### src/rtl/alfe_pkg.sv
// Shared types and constants for the addressable LED frame encoder.
// No dependencies; every other file refers to it by scoped names.
package alfe_pkg;

    localparam int COLOR_W      = 8;
    localparam int BITS_PER_LED = 24;
    localparam int BIT_W        = 5;
    localparam int PCT_W        = 7;
    localparam int DUTY_W       = 16;
    localparam int SLOTS_W      = 8;
    localparam int CMD_W        = 3;
    localparam int INDEX_W      = 16;
    localparam int STATUS_W     = 2;
    localparam int REG_W        = 3;

    localparam int PCT_MAX      = 100;
    localparam int PROD_W       = 15;
    localparam int RECIP_W      = 13;
    localparam int QMUL_W       = PROD_W + RECIP_W;
    localparam int SCALE_RECIP  = 5243;
    localparam int SCALE_SHIFT  = 19;

    localparam int BRIGHT_RST   = 100;
    localparam int ONE_RST      = 58;
    localparam int ZERO_RST     = 29;
    localparam int LATCH_RST    = 0;
    localparam int SLOTS_RST    = 50;

    typedef enum logic [CMD_W-1:0] {
        CMD_WRITE = 3'd0,
        CMD_FILL  = 3'd1,
        CMD_CLEAR = 3'd2,
        CMD_START = 3'd3,
        CMD_TICK  = 3'd4
    } cmd_e_t;

    typedef enum logic [STATUS_W-1:0] {
        STATUS_OK    = 2'd0,
        STATUS_RANGE = 2'd1,
        STATUS_BUSY  = 2'd2
    } status_e_t;

    typedef enum logic [REG_W-1:0] {
        REG_BRIGHTNESS = 3'd0,
        REG_ONE_DUTY   = 3'd1,
        REG_ZERO_DUTY  = 3'd2,
        REG_LATCH_DUTY = 3'd3,
        REG_LATCH_SLOT = 3'd4
    } reg_e_t;

    typedef struct packed {
        logic [CMD_W-1:0]   cmd;
        logic [INDEX_W-1:0] pixel_index;
        logic [COLOR_W-1:0] red;
        logic [COLOR_W-1:0] green;
        logic [COLOR_W-1:0] blue;
    } req_t;

    typedef struct packed {
        logic [STATUS_W-1:0] status;
        logic [DUTY_W-1:0]   duty_code;
        logic                slot_valid;
        logic                frame_last;
        logic                busy_out;
    } rsp_t;

    typedef struct packed {
        logic [REG_W-1:0]  index;
        logic [DUTY_W-1:0] value;
    } cfg_t;

    typedef struct packed {
        logic item_load;
        logic eval;
        logic pix_we;
        logic pix_sweep;
        logic pix_zero;
        logic cnt_inc;
        logic snap_issue;
        logic frame_start;
        logic tick_step;
        logic res_load;
    } ctrl_cmd_t;

    typedef struct packed {
        logic [CMD_W-1:0] cmd;
        logic             idx_ok;
        logic             sending;
        logic             cnt_last;
        logic             pipe_empty;
    } ctrl_stat_t;

endpackage

### src/rtl/alfe_if.sv
// Handshake interfaces for the command, result and configuration channels.
// Depends on alfe_pkg for the payload types.
interface alfe_req_if;
    logic            valid;
    logic            ready;
    alfe_pkg::req_t  data;
    modport source(output valid, output data, input ready);
    modport sink(input valid, input data, output ready);
endinterface

interface alfe_rsp_if;
    logic            valid;
    logic            ready;
    alfe_pkg::rsp_t  data;
    modport source(output valid, output data, input ready);
    modport sink(input valid, input data, output ready);
endinterface

interface alfe_cfg_if;
    logic            valid;
    logic            ready;
    alfe_pkg::cfg_t  data;
    modport source(output valid, output data, input ready);
    modport sink(input valid, input data, output ready);
endinterface

### src/rtl/alfe_ctrl.sv
// Sequencer of the LED frame encoder: decodes each item and steps the datapath.
// Depends on alfe_pkg for command and status structs.
module alfe_ctrl (
    input  logic                 clk,
    input  logic                 rst_n,
    input  logic                 req_valid,
    output logic                 req_ready,
    output logic                 rsp_valid,
    input  logic                 rsp_ready,
    input  alfe_pkg::ctrl_stat_t stat,
    output alfe_pkg::ctrl_cmd_t  cmd
);

    typedef enum logic [2:0] {
        ST_CLR,
        ST_IDLE,
        ST_DECODE,
        ST_SWEEP,
        ST_SNAP_ISSUE,
        ST_SNAP_DRAIN,
        ST_DONE
    } state_t;

    state_t state_reg, state_next;
    logic   rsp_valid_reg, rsp_valid_next;

    assign req_ready = (state_reg == ST_IDLE);
    assign rsp_valid = rsp_valid_reg;

    always_comb
    begin
        state_next = state_reg;
        cmd        = '0;
        case (state_reg)
            ST_CLR:
            begin
                cmd.pix_we    = 1'b1;
                cmd.pix_sweep = 1'b1;
                cmd.pix_zero  = 1'b1;
                cmd.cnt_inc   = 1'b1;
                if (stat.cnt_last)
                begin
                    state_next = ST_IDLE;
                end
            end
            ST_IDLE:
            begin
                if (req_valid)
                begin
                    cmd.item_load = 1'b1;
                    state_next    = ST_DECODE;
                end
            end
            ST_DECODE:
            begin
                cmd.eval   = 1'b1;
                state_next = ST_DONE;
                case (stat.cmd)
                    alfe_pkg::CMD_WRITE: cmd.pix_we = stat.idx_ok;
                    alfe_pkg::CMD_FILL:  state_next = ST_SWEEP;
                    alfe_pkg::CMD_CLEAR: state_next = ST_SWEEP;
                    alfe_pkg::CMD_START:
                    begin
                        if (!stat.sending)
                        begin
                            state_next = ST_SNAP_ISSUE;
                        end
                    end
                    alfe_pkg::CMD_TICK:  cmd.tick_step = stat.sending;
                    default:             state_next = ST_DONE;
                endcase
            end
            ST_SWEEP:
            begin
                cmd.pix_we    = 1'b1;
                cmd.pix_sweep = 1'b1;
                cmd.pix_zero  = (stat.cmd == alfe_pkg::CMD_CLEAR);
                cmd.cnt_inc   = 1'b1;
                if (stat.cnt_last)
                begin
                    state_next = ST_DONE;
                end
            end
            ST_SNAP_ISSUE:
            begin
                cmd.snap_issue = 1'b1;
                cmd.cnt_inc    = 1'b1;
                if (stat.cnt_last)
                begin
                    state_next = ST_SNAP_DRAIN;
                end
            end
            ST_SNAP_DRAIN:
            begin
                if (stat.pipe_empty)
                begin
                    cmd.frame_start = 1'b1;
                    state_next      = ST_DONE;
                end
            end
            ST_DONE:
            begin
                if (!rsp_valid_reg || rsp_ready)
                begin
                    cmd.res_load = 1'b1;
                    state_next   = ST_IDLE;
                end
            end
            default: state_next = ST_IDLE;
        endcase
    end

    always_comb
    begin
        rsp_valid_next = rsp_valid_reg;
        if (cmd.res_load)
        begin
            rsp_valid_next = 1'b1;
        end
        else if (rsp_ready)
        begin
            rsp_valid_next = 1'b0;
        end
    end

    always_ff @(posedge clk or negedge rst_n)
    begin
        if (!rst_n)
        begin
            state_reg     <= ST_CLR;
            rsp_valid_reg <= 1'b0;
        end
        else
        begin
            state_reg     <= state_next;
            rsp_valid_reg <= rsp_valid_next;
        end
    end

endmodule

### src/rtl/alfe_datapath.sv
// Datapath of the LED frame encoder: pixel and frame memories, brightness
// scaling pipeline, frame cursors, configuration registers and result register.
// Depends on alfe_pkg for payload, command and status types.
module alfe_datapath #(
    parameter int LED_COUNT = 64
) (
    input  logic                 clk,
    input  logic                 rst_n,
    input  alfe_pkg::req_t       req_data,
    input  logic                 cfg_we,
    input  alfe_pkg::cfg_t       cfg_data,
    input  alfe_pkg::ctrl_cmd_t  cmd,
    output alfe_pkg::ctrl_stat_t stat,
    output alfe_pkg::rsp_t       rsp_data
);

    localparam int ADDR_W = (LED_COUNT > 1) ? $clog2(LED_COUNT) : 1;
    localparam int LC_W   = $clog2(LED_COUNT + 1);
    localparam int PIX_W  = alfe_pkg::BITS_PER_LED;
    localparam int CW     = alfe_pkg::COLOR_W;

    alfe_pkg::req_t item_reg;

    logic [alfe_pkg::PCT_W-1:0]   bright_reg;
    logic [alfe_pkg::DUTY_W-1:0]  one_duty_reg;
    logic [alfe_pkg::DUTY_W-1:0]  zero_duty_reg;
    logic [alfe_pkg::DUTY_W-1:0]  latch_duty_reg;
    logic [alfe_pkg::SLOTS_W-1:0] latch_slots_reg;

    logic [PIX_W-1:0] pixel_store [LED_COUNT];
    logic [PIX_W-1:0] frame_store [LED_COUNT];

    logic [ADDR_W-1:0] cnt_reg;
    logic [ADDR_W-1:0] pix_waddr;
    logic [PIX_W-1:0]  pix_wdata;
    logic [PIX_W-1:0]  pix_rdata_reg;

    logic                      v1_reg, v2_reg;
    logic [ADDR_W-1:0]         a1_reg, a2_reg;
    logic [alfe_pkg::PROD_W-1:0] prod_r_reg, prod_g_reg, prod_b_reg;
    logic [alfe_pkg::QMUL_W-1:0] qm_r, qm_g, qm_b;
    logic [CW-1:0]             q_r, q_g, q_b;

    logic                         sending_reg;
    logic [LC_W-1:0]              led_cursor_reg;
    logic [alfe_pkg::BIT_W-1:0]   bit_cursor_reg;
    logic [alfe_pkg::SLOTS_W-1:0] latch_count_reg;
    logic [ADDR_W-1:0]            frame_raddr;
    logic [PIX_W-1:0]             frame_rdata_reg;

    logic                         in_bits;
    logic                         frame_bit;
    logic                         bit_wrap;
    logic [alfe_pkg::SLOTS_W-1:0] lc_inc;
    logic [alfe_pkg::DUTY_W-1:0]  tick_duty;
    logic                         tick_last;
    logic                         idx_ok;
    logic [alfe_pkg::STATUS_W-1:0] status_calc;

    logic [alfe_pkg::STATUS_W-1:0] status_reg;
    logic [alfe_pkg::DUTY_W-1:0]   duty_reg;
    logic                          slot_valid_reg;
    logic                          frame_last_reg;
    alfe_pkg::rsp_t                rsp_reg;
    logic [alfe_pkg::PCT_W-1:0]    cfg_pct;

    assign idx_ok = (item_reg.pixel_index < alfe_pkg::INDEX_W'(LED_COUNT));

    assign stat.cmd        = item_reg.cmd;
    assign stat.idx_ok     = idx_ok;
    assign stat.sending    = sending_reg;
    assign stat.cnt_last   = (cnt_reg == ADDR_W'(LED_COUNT - 1));
    assign stat.pipe_empty = !v1_reg && !v2_reg;

    assign rsp_data = rsp_reg;

    // item capture
    always_ff @(posedge clk)
    begin
        if (cmd.item_load)
        begin
            item_reg <= req_data;
        end
    end

    // configuration registers
    assign cfg_pct = cfg_data.value[alfe_pkg::PCT_W-1:0];

    always_ff @(posedge clk or negedge rst_n)
    begin
        if (!rst_n)
        begin
            bright_reg      <= alfe_pkg::PCT_W'(alfe_pkg::BRIGHT_RST);
            one_duty_reg    <= alfe_pkg::DUTY_W'(alfe_pkg::ONE_RST);
            zero_duty_reg   <= alfe_pkg::DUTY_W'(alfe_pkg::ZERO_RST);
            latch_duty_reg  <= alfe_pkg::DUTY_W'(alfe_pkg::LATCH_RST);
            latch_slots_reg <= alfe_pkg::SLOTS_W'(alfe_pkg::SLOTS_RST);
        end
        else if (cfg_we)
        begin
            case (cfg_data.index)
                alfe_pkg::REG_BRIGHTNESS:
                    bright_reg <= (cfg_pct > alfe_pkg::PCT_W'(alfe_pkg::PCT_MAX)) ?
                                  alfe_pkg::PCT_W'(alfe_pkg::PCT_MAX) : cfg_pct;
                alfe_pkg::REG_ONE_DUTY:   one_duty_reg   <= cfg_data.value;
                alfe_pkg::REG_ZERO_DUTY:  zero_duty_reg  <= cfg_data.value;
                alfe_pkg::REG_LATCH_DUTY: latch_duty_reg <= cfg_data.value;
                alfe_pkg::REG_LATCH_SLOT:
                    latch_slots_reg <= cfg_data.value[alfe_pkg::SLOTS_W-1:0];
                default: ;
            endcase
        end
    end

    // sweep counter, wraps to zero after the last entry
    always_ff @(posedge clk or negedge rst_n)
    begin
        if (!rst_n)
        begin
            cnt_reg <= '0;
        end
        else if (cmd.cnt_inc)
        begin
            cnt_reg <= stat.cnt_last ? '0 : cnt_reg + ADDR_W'(1);
        end
    end

    // pixel store
    assign pix_waddr = cmd.pix_sweep ? cnt_reg : item_reg.pixel_index[ADDR_W-1:0];
    assign pix_wdata = cmd.pix_zero ? '0 : {item_reg.red, item_reg.green, item_reg.blue};

    always_ff @(posedge clk)
    begin
        if (cmd.pix_we)
        begin
            pixel_store[pix_waddr] <= pix_wdata;
        end
        pix_rdata_reg <= pixel_store[cnt_reg];
    end

    // scaling pipeline: read, multiply by percent, divide by 100 via reciprocal
    always_ff @(posedge clk or negedge rst_n)
    begin
        if (!rst_n)
        begin
            v1_reg <= 1'b0;
            v2_reg <= 1'b0;
        end
        else
        begin
            v1_reg <= cmd.snap_issue;
            v2_reg <= v1_reg;
        end
    end

    always_ff @(posedge clk)
    begin
        a1_reg     <= cnt_reg;
        a2_reg     <= a1_reg;
        prod_r_reg <= alfe_pkg::PROD_W'(pix_rdata_reg[3*CW-1:2*CW]) *
                      alfe_pkg::PROD_W'(bright_reg);
        prod_g_reg <= alfe_pkg::PROD_W'(pix_rdata_reg[2*CW-1:CW]) *
                      alfe_pkg::PROD_W'(bright_reg);
        prod_b_reg <= alfe_pkg::PROD_W'(pix_rdata_reg[CW-1:0]) *
                      alfe_pkg::PROD_W'(bright_reg);
    end

    assign qm_r = alfe_pkg::QMUL_W'(prod_r_reg) * alfe_pkg::QMUL_W'(alfe_pkg::SCALE_RECIP);
    assign qm_g = alfe_pkg::QMUL_W'(prod_g_reg) * alfe_pkg::QMUL_W'(alfe_pkg::SCALE_RECIP);
    assign qm_b = alfe_pkg::QMUL_W'(prod_b_reg) * alfe_pkg::QMUL_W'(alfe_pkg::SCALE_RECIP);
    assign q_r  = qm_r[alfe_pkg::SCALE_SHIFT +: CW];
    assign q_g  = qm_g[alfe_pkg::SCALE_SHIFT +: CW];
    assign q_b  = qm_b[alfe_pkg::SCALE_SHIFT +: CW];

    // frame store, GRB order
    assign in_bits     = (led_cursor_reg < LC_W'(LED_COUNT));
    assign frame_raddr = in_bits ? led_cursor_reg[ADDR_W-1:0] : '0;

    always_ff @(posedge clk)
    begin
        if (v2_reg)
        begin
            frame_store[a2_reg] <= {q_g, q_r, q_b};
        end
        frame_rdata_reg <= frame_store[frame_raddr];
    end

    // slot tick
    assign frame_bit = frame_rdata_reg[alfe_pkg::BIT_W'(alfe_pkg::BITS_PER_LED - 1)
                                       - bit_cursor_reg];
    assign bit_wrap  = (bit_cursor_reg == alfe_pkg::BIT_W'(alfe_pkg::BITS_PER_LED - 1));
    assign lc_inc    = latch_count_reg + alfe_pkg::SLOTS_W'(1);

    always_comb
    begin
        if (in_bits)
        begin
            tick_duty = frame_bit ? one_duty_reg : zero_duty_reg;
            tick_last = bit_wrap && (led_cursor_reg == LC_W'(LED_COUNT - 1)) &&
                        (latch_slots_reg == '0);
        end
        else
        begin
            tick_duty = latch_duty_reg;
            tick_last = (lc_inc == '0) || (lc_inc >= latch_slots_reg);
        end
    end

    always_ff @(posedge clk or negedge rst_n)
    begin
        if (!rst_n)
        begin
            sending_reg     <= 1'b0;
            led_cursor_reg  <= '0;
            bit_cursor_reg  <= '0;
            latch_count_reg <= '0;
        end
        else if (cmd.frame_start)
        begin
            sending_reg     <= 1'b1;
            led_cursor_reg  <= '0;
            bit_cursor_reg  <= '0;
            latch_count_reg <= '0;
        end
        else if (cmd.tick_step)
        begin
            if (in_bits)
            begin
                if (bit_wrap)
                begin
                    bit_cursor_reg <= '0;
                    led_cursor_reg <= led_cursor_reg + LC_W'(1);
                end
                else
                begin
                    bit_cursor_reg <= bit_cursor_reg + alfe_pkg::BIT_W'(1);
                end
            end
            else
            begin
                latch_count_reg <= lc_inc;
            end
            if (tick_last)
            begin
                sending_reg <= 1'b0;
            end
        end
    end

    // result fields
    always_comb
    begin
        status_calc = alfe_pkg::STATUS_OK;
        if ((item_reg.cmd == alfe_pkg::CMD_WRITE) && !idx_ok)
        begin
            status_calc = alfe_pkg::STATUS_RANGE;
        end
        else if ((item_reg.cmd == alfe_pkg::CMD_START) && sending_reg)
        begin
            status_calc = alfe_pkg::STATUS_BUSY;
        end
    end

    always_ff @(posedge clk)
    begin
        if (cmd.eval)
        begin
            status_reg     <= status_calc;
            duty_reg       <= cmd.tick_step ? tick_duty : '0;
            slot_valid_reg <= cmd.tick_step;
            frame_last_reg <= cmd.tick_step && tick_last;
        end
        if (cmd.res_load)
        begin
            rsp_reg.status     <= status_reg;
            rsp_reg.duty_code  <= duty_reg;
            rsp_reg.slot_valid <= slot_valid_reg;
            rsp_reg.frame_last <= frame_last_reg;
            rsp_reg.busy_out   <= sending_reg;
        end
    end

endmodule

### src/rtl/addressable_led_frame_encoder_core.sv
// Addressable LED frame encoder: pixel store, brightness snapshot, GRB slot codes.
// Steps: a write, tick or unused command is decoded, then its result is registered;
// fill/clear sweep all pixels first; a frame start snapshots all pixels, then drains.
// Throughput: one item at a time; the next item is taken the cycle after the result
// is registered, while that result may still wait on the output.
// Reset: asynchronous, then a clearing pass zeroes the pixel store.
module addressable_led_frame_encoder_core #(
    parameter int LED_COUNT = 64
) (
    input  logic       clk,
    input  logic       rst_n,
    alfe_req_if.sink   req,
    alfe_rsp_if.source rsp,
    alfe_cfg_if.sink   cfg
);

    alfe_pkg::ctrl_cmd_t  ctrl_cmd;
    alfe_pkg::ctrl_stat_t ctrl_stat;

    assign cfg.ready = 1'b1;

    alfe_ctrl u_ctrl (
        .clk       (clk),
        .rst_n     (rst_n),
        .req_valid (req.valid),
        .req_ready (req.ready),
        .rsp_valid (rsp.valid),
        .rsp_ready (rsp.ready),
        .stat      (ctrl_stat),
        .cmd       (ctrl_cmd)
    );

    alfe_datapath #(
        .LED_COUNT (LED_COUNT)
    ) u_datapath (
        .clk      (clk),
        .rst_n    (rst_n),
        .req_data (req.data),
        .cfg_we   (cfg.valid),
        .cfg_data (cfg.data),
        .cmd      (ctrl_cmd),
        .stat     (ctrl_stat),
        .rsp_data (rsp.data)
    );

endmodule
### src/flat_wrapper.sv
// flat-port wrapper written by rule: the top's interface ports become plain ports
module addressable_led_frame_encoder_core_flat 
#(
    parameter int LED_COUNT = 64
)
  (clk, rst_n, req_valid, req_data, req_ready, rsp_valid, rsp_data, rsp_ready, cfg_valid, cfg_data, cfg_ready);
  alfe_req_if req_i ();
  alfe_rsp_if rsp_i ();
  alfe_cfg_if cfg_i ();
  input  logic clk;
  input  logic rst_n;
  input wire logic [$bits(req_i.valid)-1:0] req_valid;
  input wire logic [$bits(req_i.data)-1:0] req_data;
  output wire logic [$bits(req_i.ready)-1:0] req_ready;
  output wire logic [$bits(rsp_i.valid)-1:0] rsp_valid;
  output wire logic [$bits(rsp_i.data)-1:0] rsp_data;
  input wire logic [$bits(rsp_i.ready)-1:0] rsp_ready;
  input wire logic [$bits(cfg_i.valid)-1:0] cfg_valid;
  input wire logic [$bits(cfg_i.data)-1:0] cfg_data;
  output wire logic [$bits(cfg_i.ready)-1:0] cfg_ready;
  assign req_i.valid = req_valid;
  assign req_i.data = req_data;
  assign req_ready = req_i.ready;
  assign rsp_valid = rsp_i.valid;
  assign rsp_data = rsp_i.data;
  assign rsp_i.ready = rsp_ready;
  assign cfg_i.valid = cfg_valid;
  assign cfg_i.data = cfg_data;
  assign cfg_ready = cfg_i.ready;
  addressable_led_frame_encoder_core #(.LED_COUNT(LED_COUNT)) u_core (.clk(clk), .rst_n(rst_n), .req(req_i), .rsp(rsp_i), .cfg(cfg_i));
endmodule
### config.mk
export PLATFORM = sky130hd
export DESIGN_NAME = addressable_led_frame_encoder_core_flat
export DESIGN_NICKNAME = d
export VERILOG_FILES = /design/src/rtl/alfe_pkg.sv /design/src/rtl/alfe_if.sv /design/src/rtl/alfe_ctrl.sv /design/src/rtl/alfe_datapath.sv /design/src/rtl/addressable_led_frame_encoder_core.sv /design/src/flat_wrapper.sv
export SDC_FILE = /design/constraint.sdc
export NUM_CORES = 2
export LEC_CHECK = 0
export BUFFER_PORTS_ARGS = -buffer_cell sky130_fd_sc_hd__buf_2
export CELL_PAD_IN_SITES_DETAIL_PLACEMENT = 1
export CELL_PAD_IN_SITES_GLOBAL_PLACEMENT = 1
export CORE_MARGIN = 10
export CORE_UTILIZATION = 50
export CTS_CLUSTER_DIAMETER = 120
export CTS_CLUSTER_SIZE = 28
export DETAILED_ROUTE_END_ITERATION = 10
export GPL_TIMING_DRIVEN = 0
export MAX_ROUTING_LAYER = met4
export PLACE_DENSITY_LB_ADDON = 0.1
export SETUP_SLACK_MARGIN = 0.02
export SYNTH_ARGS = -nofsm -noshare
export SYNTH_HDL_FRONTEND = slang
export SYNTH_SLANG_ARGS = --single-unit
export TNS_END_PERCENT = 5
### constraint.sdc
create_clock -name clk -period 13.4 [get_ports clk]
set_input_delay 1.34 -clock clk [delete_from_list [all_inputs] [get_ports clk]]
set_output_delay 1.34 -clock clk [all_outputs]
set_load 0.01 [all_outputs]
==> impl_metrics.xml <==
<?xml version="1.0" encoding="UTF-8"?>
<metrics>
  <group name="worst_hold_path">
    <metric name="hp-class" unit="">primary input to asynchronous set/reset pin</metric>
  </group>
  <group name="drt">
    <metric name="wirelength" unit="um">416000</metric>
    <metric name="routedWlPerCell" unit="um">33.7</metric>
    <metric name="number_of_antenna_violating_nets_in_the_routed_design" unit="">0</metric>
    <metric name="via_count" unit="">76999</metric>
    <metric name="drt_pass1_iterations" unit="">5</metric>
    <metric name="drcViolationCount" unit="">0</metric>
    <metric name="routed_via_density" unit="">6.25</metric>
    <metric name="drt_iter0_drc" unit="">8329</metric>
  </group>
  <group name="grt">
    <metric name="grt_antenna_before_repair" unit="">26</metric>
    <metric name="first_pass_grt_wire_length" unit="um">594000</metric>
    <metric name="grt_pass1_vias" unit="">80986</metric>
    <metric name="maximum_number_of_pins_on_one_net_before_global_route_repair" unit="">85</metric>
    <metric name="gr-total-overflow" unit="">0</metric>
    <metric name="groute.usage.overall" unit="%">27.3</metric>
  </group>
  <group name="timing">
    <metric name="worst_pin_slew" unit="ns">1.52</metric>
    <metric name="share_of_the_clock_period_used_by_the_worst_path_after_layout" unit="%">53.4</metric>
    <metric name="whs" unit="ns">0.266</metric>
    <metric name="setup_violations" unit="">0</metric>
    <metric name="max-slew-margin-rel" unit="%">-1.64</metric>
    <metric name="post-route-worst-setup-slack" unit="ns">6.25</metric>
    <metric name="final_period_minus_worst_setup_slack" unit="ns">7.15</metric>
    <metric name="fmaxAchievable" unit="GHz">0.140</metric>
    <metric name="worst_clk_skew" unit="ns">0.0924</metric>
    <metric name="final_max_slew_viol_count" unit="">23</metric>
    <metric name="hold_viol" unit="">0</metric>
    <metric name="rsz0062_at_grt" unit="">no</metric>
  </group>
  <group name="setup_path">
    <metric name="path_max_fanout" unit="">17</metric>
    <metric name="timing.critical_path.max_delay_family" unit="">adder cells</metric>
    <metric name="worstPathArrival" unit="ns">7.85</metric>
    <metric name="slowest_stage" unit="">sky130_fd_sc_hd__o31ai_1</metric>
    <metric name="critical_path.cell_chain" unit="">ha_1 &gt; fa_1 &gt; fa_1 &gt; fa_1 &gt; inv_1 &gt; fa_1 &gt; inv_1 &gt; ha_1 &gt; nand3_1 &gt; a211oi_1 &gt; a32oi_1 &gt; a2bb2oi_1 &gt; a211oi_1 &gt; o31ai_1 &gt; a21oi_1 &gt; xnor2_2 &gt; buf_8 &gt; buf_8 &gt; buf_8</metric>
    <metric name="cp.buffers_inverters" unit="">5</metric>
    <metric name="timing_worst_setup_path_type" unit="">flop to flop</metric>
    <metric name="end_kind" unit="">flop</metric>
    <metric name="reg2reg_depth" unit="">19</metric>
    <metric name="worst_setup_path_start_kind" unit="">flop</metric>
    <metric name="timing.critical_path.slowest_cell_delay" unit="ns">0.72</metric>
    <metric name="required" unit="ns">14.10</metric>
    <metric name="setup.reg_to_reg.worst_slack" unit="ns">6.25</metric>
    <metric name="reg2reg_to" unit="">u_core.u_datapath.frame_store[26][15]</metric>
    <metric name="timing.rr.start" unit="">u_core.u_datapath.prod_r_reg[12]</metric>
    <metric name="cpMostUsedCell" unit="">sky130_fd_sc_hd__fa_1</metric>
  </group>
  <group name="cells_and_area">
    <metric name="final_common_cell" unit="">sky130_fd_sc_hd__edfxtp_1</metric>
    <metric name="area.sequential" unit="um2">99300</metric>
    <metric name="layout_common_cells" unit="">sky130_fd_sc_hd__edfxtp_1, sky130_fd_sc_hd__mux4_2, sky130_fd_sc_hd__inv_1</metric>
    <metric name="nNetsFinal" unit="">9241</metric>
    <metric name="share_of_cells_above_drive_strength_1" unit="%">16.2</metric>
    <metric name="multiInputGateArea" unit="um2">41400</metric>
    <metric name="synth_to_layout_area_growth" unit="%">9.73</metric>
    <metric name="final_cell_area" unit="um2">157000</metric>
    <metric name="n_fill_cell" unit="">25466</metric>
  </group>
  <group name="synth">
    <metric name="post_synth_num_cell_types" unit="">74</metric>
    <metric name="syn-mean-instance-area" unit="um2">17.8</metric>
    <metric name="synth_top_area_share" unit="%">66.2</metric>
    <metric name="synth-seq-cells" unit="">3357</metric>
    <metric name="synth_flop_cell" unit="">sky130_fd_sc_hd__edfxtp_1</metric>
    <metric name="synthesized_instance_count" unit="">8059</metric>
    <metric name="synth_warnings" unit="">0</metric>
    <metric name="count_of_flip_flops_with_a_built_in_enable_after_synthesis" unit="">3156</metric>
    <metric name="synth_seq_area_share" unit="%">69.4</metric>
    <metric name="netlist.top_cell.by_area" unit="">sky130_fd_sc_hd__edfxtp_1</metric>
    <metric name="synthArstFlopShare" unit="%">2.86</metric>
    <metric name="synth_top_cells_by_area" unit="">sky130_fd_sc_hd__edfxtp_1, sky130_fd_sc_hd__mux4_2, sky130_fd_sc_hd__fa_1</metric>
    <metric name="post_synth_instance_area" unit="um2">143000</metric>
    <metric name="synthesis.nets" unit="">8823</metric>
  </group>
  <group name="clock_tree">
    <metric name="ctsHtreeMaxLevel" unit="">4</metric>
    <metric name="cts_max_path_buffers" unit="">4</metric>
    <metric name="clock-sinks" unit="">3357</metric>
    <metric name="ctsResizeCount" unit="">0</metric>
    <metric name="numCtsBuffers" unit="">143</metric>
    <metric name="cts_hold_repair.buffers" unit="">0</metric>
    <metric name="cts_tree" unit="">done</metric>
    <metric name="cts.root.buffer_cell" unit="">sky130_fd_sc_hd__clkbuf_16</metric>
    <metric name="worst_skew_pair.late_latency" unit="ns">0.92</metric>
    <metric name="cts_setup_buffers" unit="">0</metric>
    <metric name="cts.reportedPaths.clkPinSlew" unit="ns">0.12</metric>
  </group>
  <group name="run_status">
    <metric name="violations" unit="">capacitance limit, slew limit</metric>
    <metric name="run_status" unit="">finished with violations</metric>
  </group>
  <group name="placed_design">
    <metric name="dp_worst_setup_slack" unit="ns">6.13</metric>
    <metric name="place_hpwl" unit="um">302000</metric>
    <metric name="port_buffers" unit="">89</metric>
    <metric name="placer_congestion_estimate" unit="">0.933</metric>
    <metric name="placed_cell_area" unit="um2">153000</metric>
  </group>
  <group name="floorplan">
    <metric name="ioPinCount" unit="">91</metric>
    <metric name="initial_core_util" unit="%">50.2</metric>
    <metric name="num_rows" unit="">196</metric>
    <metric name="die_height" unit="um">555</metric>
    <metric name="die_width" unit="um">555</metric>
    <metric name="core_area" unit="um2">285000</metric>
    <metric name="fp.dieArea" unit="um2">308000</metric>
  </group>
  <group name="job">
    <metric name="max-cap-violations" unit="">2</metric>
  </group>
</metrics>
==> layout make-up <==
class / instances / area share, %
inverter: 486 / 1.16
clock inverter: 10 / 0.0948
clock buffer: 192 / 2.48
sequential: 3357 / 63.2
antenna: 19 / 0.0303
buffer: 432 / 1.16
multi-input combinational: 3784 / 26.4
timing repair buffer: 273 / 2.46
tap: 3762 / 3.00
==> worst max-delay path by stage <==
stage	startpoint	slack (ns)	to	cells after the start
floorplan	u_core.u_datapath.prod_b_reg[10]	5.69	u_core.u_datapath.frame_store[0][5]	14
global placement	u_core.u_datapath.prod_b_reg[10]	-0.43	u_core.u_datapath.frame_store[30][5]	14
detailed placement	u_core.u_datapath.prod_r_reg[12]	6.13	u_core.u_datapath.frame_store[26][15]	19
CTS	u_core.u_datapath.prod_r_reg[12]	6.16	u_core.u_datapath.frame_store[28][15]	19
global route	u_core.u_datapath.prod_r_reg[12]	5.84	u_core.u_datapath.frame_store[8][15]	19
finish	u_core.u_datapath.prod_r_reg[12]	6.25	u_core.u_datapath.frame_store[26][15]	19
==> Yosys cell counts (all sizes together) (4+ instances only) <==
cell	instances
a211oi	221
a21o	14
a21oi	252
a221oi	23
a22oi	24
a31oi	4
a32oi	25
a41oi	5
and2	107
and3	8
buf	142
clkbuf	290
dfrtp	82
dfstp	14
dfxtp	105
edfxtp	3156
fa	291
ha	406
inv	486
mux2	76
mux2i	305
mux4	560
nand2	251
nand2b	18
nand3	64
nand3b	9
nand4	10
nor2	295
nor2b	72
nor3	16
nor4	4
o211ai	28
o21a	9
o21ai	206
o21bai	7
o221ai	190
o22ai	127
o31ai	9
or2	12
or3	13
xnor2	65
xor2	20
==> routing by layer <==
| layer | routed length [um] | GRT usage, % |
|---|---|---|
| met5 | 0 | - |
| met2 | 211000 | 46.1 |
| met1 | 160000 | 34.2 |
| met3 | 23200 | 2.91 |
| met4 | 21300 | 10.9 |
==> stage by stage <==
step,setup TNS [ns],instances,util (%)
floorplan,0,8059,-
global placement,-25.97,11910,52.0
detailed placement,0,12094,53.7
CTS,0,12296,55.1
global route,0,12305,55.1
finish,0,12315,55.1
==> cell families after synthesis <==
family / Yosys count / share of synthesized area (%)
other: 1 / 0.00262
and+or+nand+nor: 891 / 2.90
xor gates and xnor gates: 85 / 0.520
buffers and inverters: 918 / 2.54
adders and majority gates: 697 / 7.62
DFF: 3357 / 69.4
muxes: 941 / 11.6
AOI/OAI and AO/OA: 1169 / 5.47
==> worst register-to-register path, stage by stage, from the launching register on <==
cell                        delay (ns)
sky130_fd_sc_hd__dfxtp_1          0.64
sky130_fd_sc_hd__ha_1             0.31
sky130_fd_sc_hd__fa_1             0.48
sky130_fd_sc_hd__fa_1             0.52
sky130_fd_sc_hd__fa_1             0.55
sky130_fd_sc_hd__inv_1            0.05
sky130_fd_sc_hd__fa_1             0.48
sky130_fd_sc_hd__inv_1            0.05
sky130_fd_sc_hd__ha_1             0.34
sky130_fd_sc_hd__nand3_1          0.09
sky130_fd_sc_hd__a211oi_1         0.21
sky130_fd_sc_hd__a32oi_1          0.12
sky130_fd_sc_hd__a2bb2oi_1        0.65
sky130_fd_sc_hd__a211oi_1         0.22
sky130_fd_sc_hd__o31ai_1          0.72
sky130_fd_sc_hd__a21oi_1          0.22
sky130_fd_sc_hd__xnor2_2          0.69
sky130_fd_sc_hd__buf_8            0.24
sky130_fd_sc_hd__buf_8            0.20
sky130_fd_sc_hd__buf_8            0.23
Power is left out: the tool's default activity adds up to more than one toggle a clock period on the data nets, which glitch-free logic cannot reach.
